<file path="src/upfd_pkg.sv">
`timescale 1ns / 1ps
// ----------------------------------------------------------------------------
// upfd_pkg
// Shared constants and types for the upgrade frame deframer.
// ----------------------------------------------------------------------------
package upfd_pkg;

    localparam int unsigned BYTE_W   = 8;
    localparam int unsigned LEN_W    = 16;
    localparam int unsigned IDX_W    = 17;
    localparam int unsigned ADDR_W   = 24;
    localparam int unsigned PADDR_W  = 3;
    localparam int unsigned PDATA_W  = 32;

    localparam logic [BYTE_W-1:0] START_BYTE   = 8'hAA;
    localparam logic [BYTE_W-1:0] CMD_ACK_CODE = 8'h02;

    localparam logic [LEN_W-1:0]  MAX_LENGTH_RESET = 16'd285;

    localparam logic [IDX_W-1:0]  IDX_LEN_HI  = 17'd1;
    localparam logic [IDX_W-1:0]  IDX_LEN_LO  = 17'd2;
    localparam logic [IDX_W-1:0]  IDX_COMMAND = 17'd4;
    localparam logic [IDX_W-1:0]  IDX_PAGE_HI = 17'd5;
    localparam logic [IDX_W-1:0]  IDX_PAGE_LO = 17'd6;
    localparam logic [IDX_W-1:0]  FRAME_OVERHEAD = 17'd2;

    localparam logic [0:0] REG_MAX_LENGTH = 1'b0;

    typedef enum logic [1:0] {
        ST_NONE     = 2'd0,
        ST_GOOD     = 2'd1,
        ST_BAD      = 2'd2,
        ST_TOO_LONG = 2'd3
    } t_frame_status;

endpackage

</file>
<file path="src/upgrade_frame_deframer.sv">
`timescale 1ns / 1ps
// ----------------------------------------------------------------------------
// upgrade_frame_deframer
// Deframes length-prefixed upgrade frames with an 8-bit additive checksum.
// ----------------------------------------------------------------------------
// Each item is one received byte and yields exactly one result item. The
// block takes one item per clock cycle and registers its result for the next
// cycle; the frame state and the result register are updated in the same
// single registered stage, so throughput is limited only by output stalls.
// While hunting, bytes other than 0xAA are echoed as discarded. A frame
// carries a big-endian length in bytes 1 and 2 and ends with a checksum
// byte; the last result of a frame reports status, page number, flash
// address, sector-erase need and the reply checksum. A length above
// max_length (register 0, reset 285) aborts the frame with a too-long status.
// ----------------------------------------------------------------------------
module upgrade_frame_deframer (
    input  logic                                i_clk,
    input  logic                                i_rst_n,
    input  logic                                i_valid,
    output logic                                o_stall,
    input  logic [upfd_pkg::BYTE_W-1:0]         i_rx_byte,
    output logic                                o_valid,
    input  logic                                i_stall,
    output logic [upfd_pkg::BYTE_W-1:0]         o_data_byte,
    output logic                                o_in_frame,
    output logic [upfd_pkg::IDX_W-1:0]          o_byte_index,
    output logic [upfd_pkg::BYTE_W-1:0]         o_reply_byte,
    output logic                                o_frame_end,
    output logic [1:0]                          o_frame_status,
    output logic [upfd_pkg::LEN_W-1:0]          o_page_number,
    output logic [upfd_pkg::ADDR_W-1:0]         o_flash_address,
    output logic                                o_erase_sector,
    output logic [upfd_pkg::BYTE_W-1:0]         o_reply_checksum,
    input  logic                                psel,
    input  logic                                penable,
    input  logic                                pwrite,
    input  logic [upfd_pkg::PADDR_W-1:0]        paddr,
    input  logic [upfd_pkg::PDATA_W-1:0]        pwdata,
    output logic [upfd_pkg::PDATA_W-1:0]        prdata,
    output logic                                pready
);
    import upfd_pkg::*;

    logic [LEN_W-1:0]  r_max_length;
    logic              r_active;
    logic [IDX_W-1:0]  r_count;
    logic [BYTE_W-1:0] r_len_hi;
    logic [LEN_W-1:0]  r_flen;
    logic [BYTE_W-1:0] r_sum;
    logic [BYTE_W-1:0] r_cmd;
    logic [LEN_W-1:0]  r_page;

    logic              n_active;
    logic [IDX_W-1:0]  n_count;
    logic [BYTE_W-1:0] n_len_hi;
    logic [LEN_W-1:0]  n_flen;
    logic [BYTE_W-1:0] n_sum;
    logic [BYTE_W-1:0] n_cmd;
    logic [LEN_W-1:0]  n_page;

    logic              r_valid;
    logic [BYTE_W-1:0] r_data_byte;
    logic              r_in_frame;
    logic [IDX_W-1:0]  r_byte_index;
    logic [BYTE_W-1:0] r_reply_byte;
    logic              r_frame_end;
    t_frame_status     r_frame_status;
    logic [LEN_W-1:0]  r_page_number;
    logic              r_erase_sector;
    logic [BYTE_W-1:0] r_reply_checksum;

    logic              n_in_frame;
    logic [IDX_W-1:0]  n_byte_index;
    logic [BYTE_W-1:0] n_reply_byte;
    logic              n_frame_end;
    t_frame_status     n_frame_status;
    logic [LEN_W-1:0]  n_page_number;
    logic              n_erase_sector;
    logic [BYTE_W-1:0] n_reply_checksum;

    logic              w_in_acc;
    logic              w_cfg_wr;
    logic [IDX_W-1:0]  w_idx;
    logic [LEN_W-1:0]  w_flen;
    logic [IDX_W-1:0]  w_last;
    logic              w_too_long;
    logic              w_is_last;
    logic [LEN_W-1:0]  w_page_upd;
    logic [BYTE_W-1:0] w_rsum;

    assign o_stall  = r_valid & i_stall;
    assign w_in_acc = i_valid & ~o_stall;
    assign w_cfg_wr = psel & penable & pwrite & pready;
    assign pready   = 1'b1;
    assign prdata   = (paddr[2] == REG_MAX_LENGTH) ?
                      {{(PDATA_W-LEN_W){1'b0}}, r_max_length} : '0;

    always_comb begin
        w_idx      = r_active ? r_count : '0;
        w_flen     = (w_idx == IDX_LEN_LO) ? {r_len_hi, i_rx_byte} : r_flen;
        w_last     = {1'b0, w_flen} + FRAME_OVERHEAD;
        w_too_long = r_active && (w_idx == IDX_LEN_LO) && (w_flen > r_max_length);
        w_is_last  = r_active && !w_too_long && (w_idx >= IDX_LEN_LO) &&
                     (w_idx == w_last);
        if (w_idx == IDX_PAGE_HI) begin
            w_page_upd = {i_rx_byte, {BYTE_W{1'b0}}};
        end else if (w_idx == IDX_PAGE_LO) begin
            w_page_upd = {r_page[LEN_W-1:BYTE_W], i_rx_byte};
        end else begin
            w_page_upd = r_page;
        end
        w_rsum = (w_last >= IDX_PAGE_HI) ? (r_sum - r_cmd + CMD_ACK_CODE) : r_sum;
    end

    always_comb begin
        n_active         = r_active;
        n_count          = r_count;
        n_len_hi         = r_len_hi;
        n_flen           = r_flen;
        n_sum            = r_sum;
        n_cmd            = r_cmd;
        n_page           = r_page;
        n_in_frame       = 1'b0;
        n_byte_index     = '0;
        n_reply_byte     = '0;
        n_frame_end      = 1'b0;
        n_frame_status   = ST_NONE;
        n_page_number    = '0;
        n_erase_sector   = 1'b0;
        n_reply_checksum = '0;
        if (!r_active) begin
            if (i_rx_byte == START_BYTE) begin
                n_active     = 1'b1;
                n_count      = IDX_LEN_HI;
                n_sum        = '0;
                n_cmd        = '0;
                n_page       = '0;
                n_len_hi     = '0;
                n_in_frame   = 1'b1;
                n_reply_byte = i_rx_byte;
            end
        end else begin
            n_in_frame   = 1'b1;
            n_byte_index = w_idx;
            n_reply_byte = i_rx_byte;
            if (w_idx == IDX_LEN_HI) begin
                n_len_hi = i_rx_byte;
            end
            n_flen = w_flen;
            if (w_too_long) begin
                n_frame_end    = 1'b1;
                n_frame_status = ST_TOO_LONG;
                n_active       = 1'b0;
                n_count        = '0;
            end else begin
                n_page = w_page_upd;
                if (w_is_last) begin
                    n_frame_end      = 1'b1;
                    n_frame_status   = (i_rx_byte == r_sum) ? ST_GOOD : ST_BAD;
                    n_reply_checksum = w_rsum;
                    n_reply_byte     = w_rsum;
                    n_page_number    = (w_last >= IDX_PAGE_LO) ? w_page_upd : '0;
                    n_erase_sector   = (n_page_number[3:0] == 4'd0);
                    n_active         = 1'b0;
                    n_count          = '0;
                end else begin
                    if (w_idx == IDX_COMMAND) begin
                        n_cmd        = i_rx_byte;
                        n_reply_byte = CMD_ACK_CODE;
                    end
                    n_sum   = r_sum + i_rx_byte;
                    n_count = r_count + 1'b1;
                end
            end
        end
    end

    always_ff @(posedge i_clk) begin
        if (!i_rst_n) begin
            r_max_length <= MAX_LENGTH_RESET;
            r_active     <= 1'b0;
            r_count      <= '0;
            r_len_hi     <= '0;
            r_flen       <= '0;
            r_sum        <= '0;
            r_cmd        <= '0;
            r_page       <= '0;
            r_valid      <= 1'b0;
        end else begin
            if (w_cfg_wr && (paddr[2] == REG_MAX_LENGTH)) begin
                r_max_length <= pwdata[LEN_W-1:0];
            end
            if (w_in_acc) begin
                r_active <= n_active;
                r_count  <= n_count;
                r_len_hi <= n_len_hi;
                r_flen   <= n_flen;
                r_sum    <= n_sum;
                r_cmd    <= n_cmd;
                r_page   <= n_page;
                r_valid  <= 1'b1;
            end else if (!i_stall) begin
                r_valid  <= 1'b0;
            end
        end
    end

    always_ff @(posedge i_clk) begin
        if (w_in_acc) begin
            r_data_byte      <= i_rx_byte;
            r_in_frame       <= n_in_frame;
            r_byte_index     <= n_byte_index;
            r_reply_byte     <= n_reply_byte;
            r_frame_end      <= n_frame_end;
            r_frame_status   <= n_frame_status;
            r_page_number    <= n_page_number;
            r_erase_sector   <= n_erase_sector;
            r_reply_checksum <= n_reply_checksum;
        end
    end

    assign o_valid          = r_valid;
    assign o_data_byte      = r_data_byte;
    assign o_in_frame       = r_in_frame;
    assign o_byte_index     = r_byte_index;
    assign o_reply_byte     = r_reply_byte;
    assign o_frame_end      = r_frame_end;
    assign o_frame_status   = r_frame_status;
    assign o_page_number    = r_page_number;
    assign o_flash_address  = {r_page_number, {BYTE_W{1'b0}}};
    assign o_erase_sector   = r_erase_sector;
    assign o_reply_checksum = r_reply_checksum;

    a_end_in_frame: assert property (@(posedge i_clk) disable iff (!i_rst_n)
        (o_valid && o_frame_end) |-> o_in_frame)
        else $error("frame end reported on a discarded item");

    a_status_end: assert property (@(posedge i_clk) disable iff (!i_rst_n)
        o_valid |-> ((o_frame_status != ST_NONE) == o_frame_end))
        else $error("frame status and frame end disagree");

    a_end_hunts: assert property (@(posedge i_clk) disable iff (!i_rst_n)
        (w_in_acc && n_frame_end) |=> !r_active)
        else $error("deframer did not return to hunting after frame end");

    a_hunt_index: assert property (@(posedge i_clk) disable iff (!i_rst_n)
        (o_valid && !o_in_frame) |-> (o_byte_index == '0 && o_reply_byte == '0))
        else $error("discarded item carries frame fields");

    a_count_range: assert property (@(posedge i_clk) disable iff (!i_rst_n)
        r_active |-> (r_count != '0))
        else $error("active frame with zero byte count");

endmodule
</file>
<file path="config.mk">
export PLATFORM = sky130hd
export DESIGN_NAME = upgrade_frame_deframer
export DESIGN_NICKNAME = d
export VERILOG_FILES = /design/src/upfd_pkg.sv /design/src/upgrade_frame_deframer.sv
export SDC_FILE = /design/constraint.sdc
export NUM_CORES = 1
export LEC_CHECK = 0
export BUFFER_PORTS_ARGS = -buffer_cell sky130_fd_sc_hd__buf_2
export CAP_MARGIN = 5
export CORE_ASPECT_RATIO = 1.2
export CORE_MARGIN = 8
export CORE_UTILIZATION = 54
export DETAILED_ROUTE_END_ITERATION = 6
export PLACE_DENSITY = 0.87
export SYNTH_ARGS = -nofsm -noshare
export SYNTH_HDL_FRONTEND = slang
export SYNTH_SLANG_ARGS = --single-unit
export TNS_END_PERCENT = 5
</file>
<file path="constraint.sdc">
create_clock -name i_clk -period 11.5 [get_ports i_clk]
set_input_delay 2.3 -clock i_clk [delete_from_list [all_inputs] [get_ports i_clk]]
set_output_delay 2.3 -clock i_clk [all_outputs]
set_load 0.05 [all_outputs]
</file>
### Yosys cells after proc, flatten, opt, wreduce, memory -nomap -nowiden

Index checks and enable logic that the tools add are counted.

| word-level totals | value |
|---|---|
| register bits after elaboration | 153 |
| input port bits | 50 |
| output and inout port bits | 121 |
| word-level logic and storage cells | 107 |

| cells by class | value |
|---|---|
| add/sub/neg operators | 5 |
| $lt $le $gt $ge | 4 |
| equality and inequality tests | 13 |
| mux-type cells | 40 |
| bitwise logic cells | 9 |
| reductions and logical operators | 17 |

Operator list:

| kind | number |
|---|---|
| $mux 8 | 17 |
| $mux 16 | 6 |
| $mux 17 | 5 |
| $eq 17x3->1 const B | 3 |
| $ge 17x3->1 const B | 2 |
| $add 16x2->17 const B | 1 |
| $add 17x1->17 const B | 1 |
| $eq 17x1->1 const B | 1 |
| $eq 17x17->1 | 1 |
| $eq 17x2->1 const B | 1 |
| $ge 17x2->1 const B | 1 |
| $gt 16x16->1 | 1 |
| $add 8x2->8 const B | 1 |
| $add 8x8->8 | 1 |
| $eq 8x8->1 | 1 |
| $eq 8x8->1 const B | 1 |
| $mux 1 | 8 |
| $sub 8x8->8 | 1 |
| $logic_and 1x1->1 | 6 |
| $mux 2 | 3 |
| $ne 2x1->1 const B | 3 |
| $reduce_and 3->1 | 2 |
| $not 1->1 | 5 |
| $reduce_and 5->1 | 1 |
| other kinds (10) | 15 |

### Longest topological paths before layout

| depth | value |
|---|---|
| word-level depth | 12 |
| depth in mapped cells | 21 |
| mapped depth without buffers | 15 |

### Least setup slack after synthesis

Ideal clock, no wire load.

| timing | value |
|---|---|
| kind | input -> output |
| from | input port paddr[2] (netlist name) |
| to | output port prdata[10] (netlist name) |
| data arrival time | 3325 ps |
| data required time | 9200 ps |
| setup slack | 5875 ps |
| stages | 3 |
| buffers on the path | 2 |
| path through | clkbuf_1 clkbuf_1 nor2_1 |

| between the ends | value |
|---|---|
| longest elaborated chain between the ends | 1 |

Ends and longest elaborated chain:

| element | RTL line | source |
|---|---|---|
| start: declaration | upgrade_frame_deframer.sv:37 | `input logic [upfd_pkg::PADDR_W-1:0] paddr,` |
| $mux 16 | upgrade_frame_deframer.sv:95 | `assign prdata = (paddr[2] == REG_MAX_LENGTH) ?` |
| end: declaration | upgrade_frame_deframer.sv:39 | `output logic [upfd_pkg::PDATA_W-1:0] prdata,` |

Every way passes these cells.

### Worst setup path in the final report

| timing | value |
|---|---|
| from | input port i_rx_byte[4] (netlist name) |
| to | register r_page_number[8] (netlist: o_page_number[8]), data pin |

| between the ends | value |
|---|---|
| longest elaborated chain between the ends | 9 |
| elaborated cells between the ends (all ways) | 13 |
| those cells by class | 1 x add/sub; 2 x order compare; 1 x eq/ne; 1 x mux; 2 x bitwise; 6 x reduce/logical |

Ends and longest elaborated chain:

| element | RTL line | source |
|---|---|---|
| start: declaration | upgrade_frame_deframer.sv:21 | `input logic [upfd_pkg::BYTE_W-1:0] i_rx_byte,` |
| $mux 16 * | upgrade_frame_deframer.sv:100 | `w_flen = (w_idx == IDX_LEN_LO) ? {r_len_hi, i_rx_byte} : r_flen;` |
| net w_flen[4] | upgrade_frame_deframer.sv:84 | `logic [LEN_W-1:0] w_flen;` |
| parallel branches: the longest is 7 deep, another holds $add 16x2->17 | -- |  |
| $reduce_or 4->1 (no line) * | -- |  |
| end signal: assignment | upgrade_frame_deframer.sv:216 | `r_page_number <= n_page_number;` |
| end: declaration | upgrade_frame_deframer.sv:68 | `logic [LEN_W-1:0] r_page_number;` |

Mark *: on every way through the listed nets, which the timed path passes.
A chain may end at the register's enable or synchronous reset.

==> impl_metrics.ini <==
[outcome]
outcome = completed

[finish]
fin_util_pct = 61.11
area_growth_pct = 10.74
finalNetCount = 1197
drive_above_1_share_pct = 17.95
diodes = 0
final_common_cell = buf_2
final_cell_mix = buf_2, nand2_1, nor2_1

[setup_path]
start_kind = input pin
critPathMaxFanout = 35
path_class = input pin to flop
worstPathRequired_ps = 11760
arrival_ps = 6720
end_kind = flop

[placed_design]
pre_cts_ws_ps = 4725
gp_congestion = 0.9221
portBuffers = 127
hpwl_um = 16510

[pwr]
pwr_density_cell_nw_per_um2 = 124.5
power.internal_mw = 0.9104
seqPwrFrac_pct = 45.2
clock_power_share_pct = 44.4
switching_share_pct = 29.01
ir_worst_vdd_mv = 0.08773
p_comb_share_pct = 10.4
power_leakage_nw = 4.226
p_sw_mw = 0.3721

[synthesis]
synth_area_per_cell_um2 = 8.873
synth.mux.area_fraction_pct = 4.548
synth-async-reset-ratio_pct = 0
synthAdderAreaFrac_pct = 5.651
synth_top_family_by_area = simple AND/OR/NAND/NOR gates
synthDominantCellAreaShare_pct = 20.02
synth_area_leaders = edfxtp_1, dfxtp_1, ha_1
yosys.area.top_type = edfxtp_1
syn_inst = 1048
synth_compound_area_share_pct = 13.75
synthSimpleGateAreaFrac_pct = 21.02
synth_seq_area_share_pct = 39.61
yosysWarnings = 0
synthFlopType = dfxtp_1
synth_edf_count = 62
netlist_area_um2 = 9299
synthXorXnorAreaFrac_pct = 6.095
synth-seq-cells = 153
ys_types = 78

[sta]
tightest_slew_ps = 1209
drv_slew = 0
relSlewSlack_pct = 19.33
rsz0062_at_grt = no
period_needed_ps = 6463
final.setup.tns_ps = 0
hold_viol = 0
setup_viol = 0
fin_crit_sh_pct = 56.20
fmax_ghz = 0.1547
fin_ws_ps = 5037
skew_ps = 9.579

[detailed_routing]
drc = 0
drt-total-wl_um = 23520
via_count = 7813
drt.antenna.violating_nets = 0
routed_via_density = 5.848
first_pass_iters = 5
wl_per_cell_um = 17.60
drt_iter0_drc = 732

[global_route]
antenna_found_initial = 0
grt_overflow_total = 0
grt_use_total_pct = 21.44
grt_pass1_vias = 7809
grt_pass1_wl_um = 38120
grt_max_degree = 64

[floorplanning]
io-pin-count = 171
core_area_um2 = 16850
initial_core_util_pct = 55.18
die_height_um = 159.8
die_area_um2 = 21690
rows = 52
die_x_um = 135.8

[clock_network]
h-tree-depth = 4
clk_pin_slew_worst_paths_ps = 70
cts_root_buf = clkbuf_16
cts_buffer_depth = 2
numCtsBuffers = 17
post-cts-setup-buffers = 0
cts_hold_buf = 0
cts-resized-gates = 0
cts_tree = built
clock-sinks = 153
clock_latency_ps = 430

[worst_hold_path]
hold_class = flop to flop

[run]
maxCapViolations = 0
## metal layers
layer | up-vias | share of wire (%) | wire [µm] | track usage, %
met1 | 3683 | 41 | 9547 | 25.98
met4 | 0 | 2.2 | 510 | 9.054
li1 | 3722 | - | - | -
met5 | - | 0 | 0 | 0
met2 | 362 | 49 | 11610 | 36.08
met3 | 46 | 7.9 | 1853 | 4.080
## cell families after synthesis
logic type                 count (synthesis)
adders and majority gates                 41
other                                      2
xor gates and xnor gates                  63
DFF                                      153
AOI/OAI and AO/OA                        179
muxes                                     41
buffers and inverters                    176
and+or+nand+nor                          393
## worst max-delay path, cell delays in order
cell and delay (ps):
buf_2 270, mux2i_1 400, inv_1 90, ha_1 290
nand4_1 110, nor4_1 330, a32oi_1 170, o21ai_1 850
and4_1 380, o2111ai_4 510, nand2b_1 690, a21oi_1 300
## final timing paths
path / cells after the start / from / endpoint / slack [ps]
max: 12 / i_rx_byte[4] / o_page_number[8] / 5040
min: 2 / r_max_length[12] / r_max_length[12] / 460
max reg2reg: 14 / r_count[13] / o_page_number[8] / 5170
min reg2reg: 2 / r_max_length[12] / r_max_length[12] / 460
## sequential cells by signal (all words and copies together) (netlist names)
| signal | flops |
|---|---|
| o_valid | 1 |
| r_page | 16 |
| r_active | 1 |
| r_max_length | 16 |
| o_in_frame | 1 |
| o_data_byte | 8 |
| o_erase_sector | 1 |
| o_reply_checksum | 8 |
| r_count | 17 |
| o_frame_end | 1 |
| o_byte_index | 17 |
| o_page_number | 16 |
| o_frame_status | 2 |
| r_len_hi | 8 |
| r_cmd | 8 |
| r_flen | 16 |
| o_reply_byte | 8 |
| r_sum | 8 |
## area by class of cell
cell class,count,area [µm²]
clock buffers,17,425.4
clock inverters,15,175.2
fillers,1396,6554
inverters,62,232.7
multi-input cells,742,4845
flip-flops and latches,153,3684
well taps,216,270.3
repair buffers,131,665.6
## synthesized netlist by cell type, drive strengths merged (34+ instances only)
master  count
dfxtp      91
ha         38
nand3      35
edfxtp     62
xnor2      39
nor3       39
a21oi      56
inv        62
mux2i      34
buf        61
nor2      100
clkbuf     53
nand2     127
## metrics by stage
stage               instances  hold slack [ps]  total power, mW  cell area, µm²
CTS                      1336            455.7            1.287           10300
global placement         1304            441.4           0.7229            9697
global route             1336            475.2            1.315           10300
detailed placement       1304            446.8           0.7247            9697
finish                   1336            457.4            1.282           10300
floorplan                1071            436.3           0.7050            9385
## power groups by stage
stage               combinational [mW]  clock, mW  sequential, mW
floorplan                       0.0733          0           0.632
global placement                 0.131          0           0.591
detailed placement               0.132          0           0.592
CTS                              0.133      0.573           0.580
global route                     0.139      0.595           0.581
finish                           0.133      0.569           0.580
Note: power is estimated with default switching activity, not from simulation.
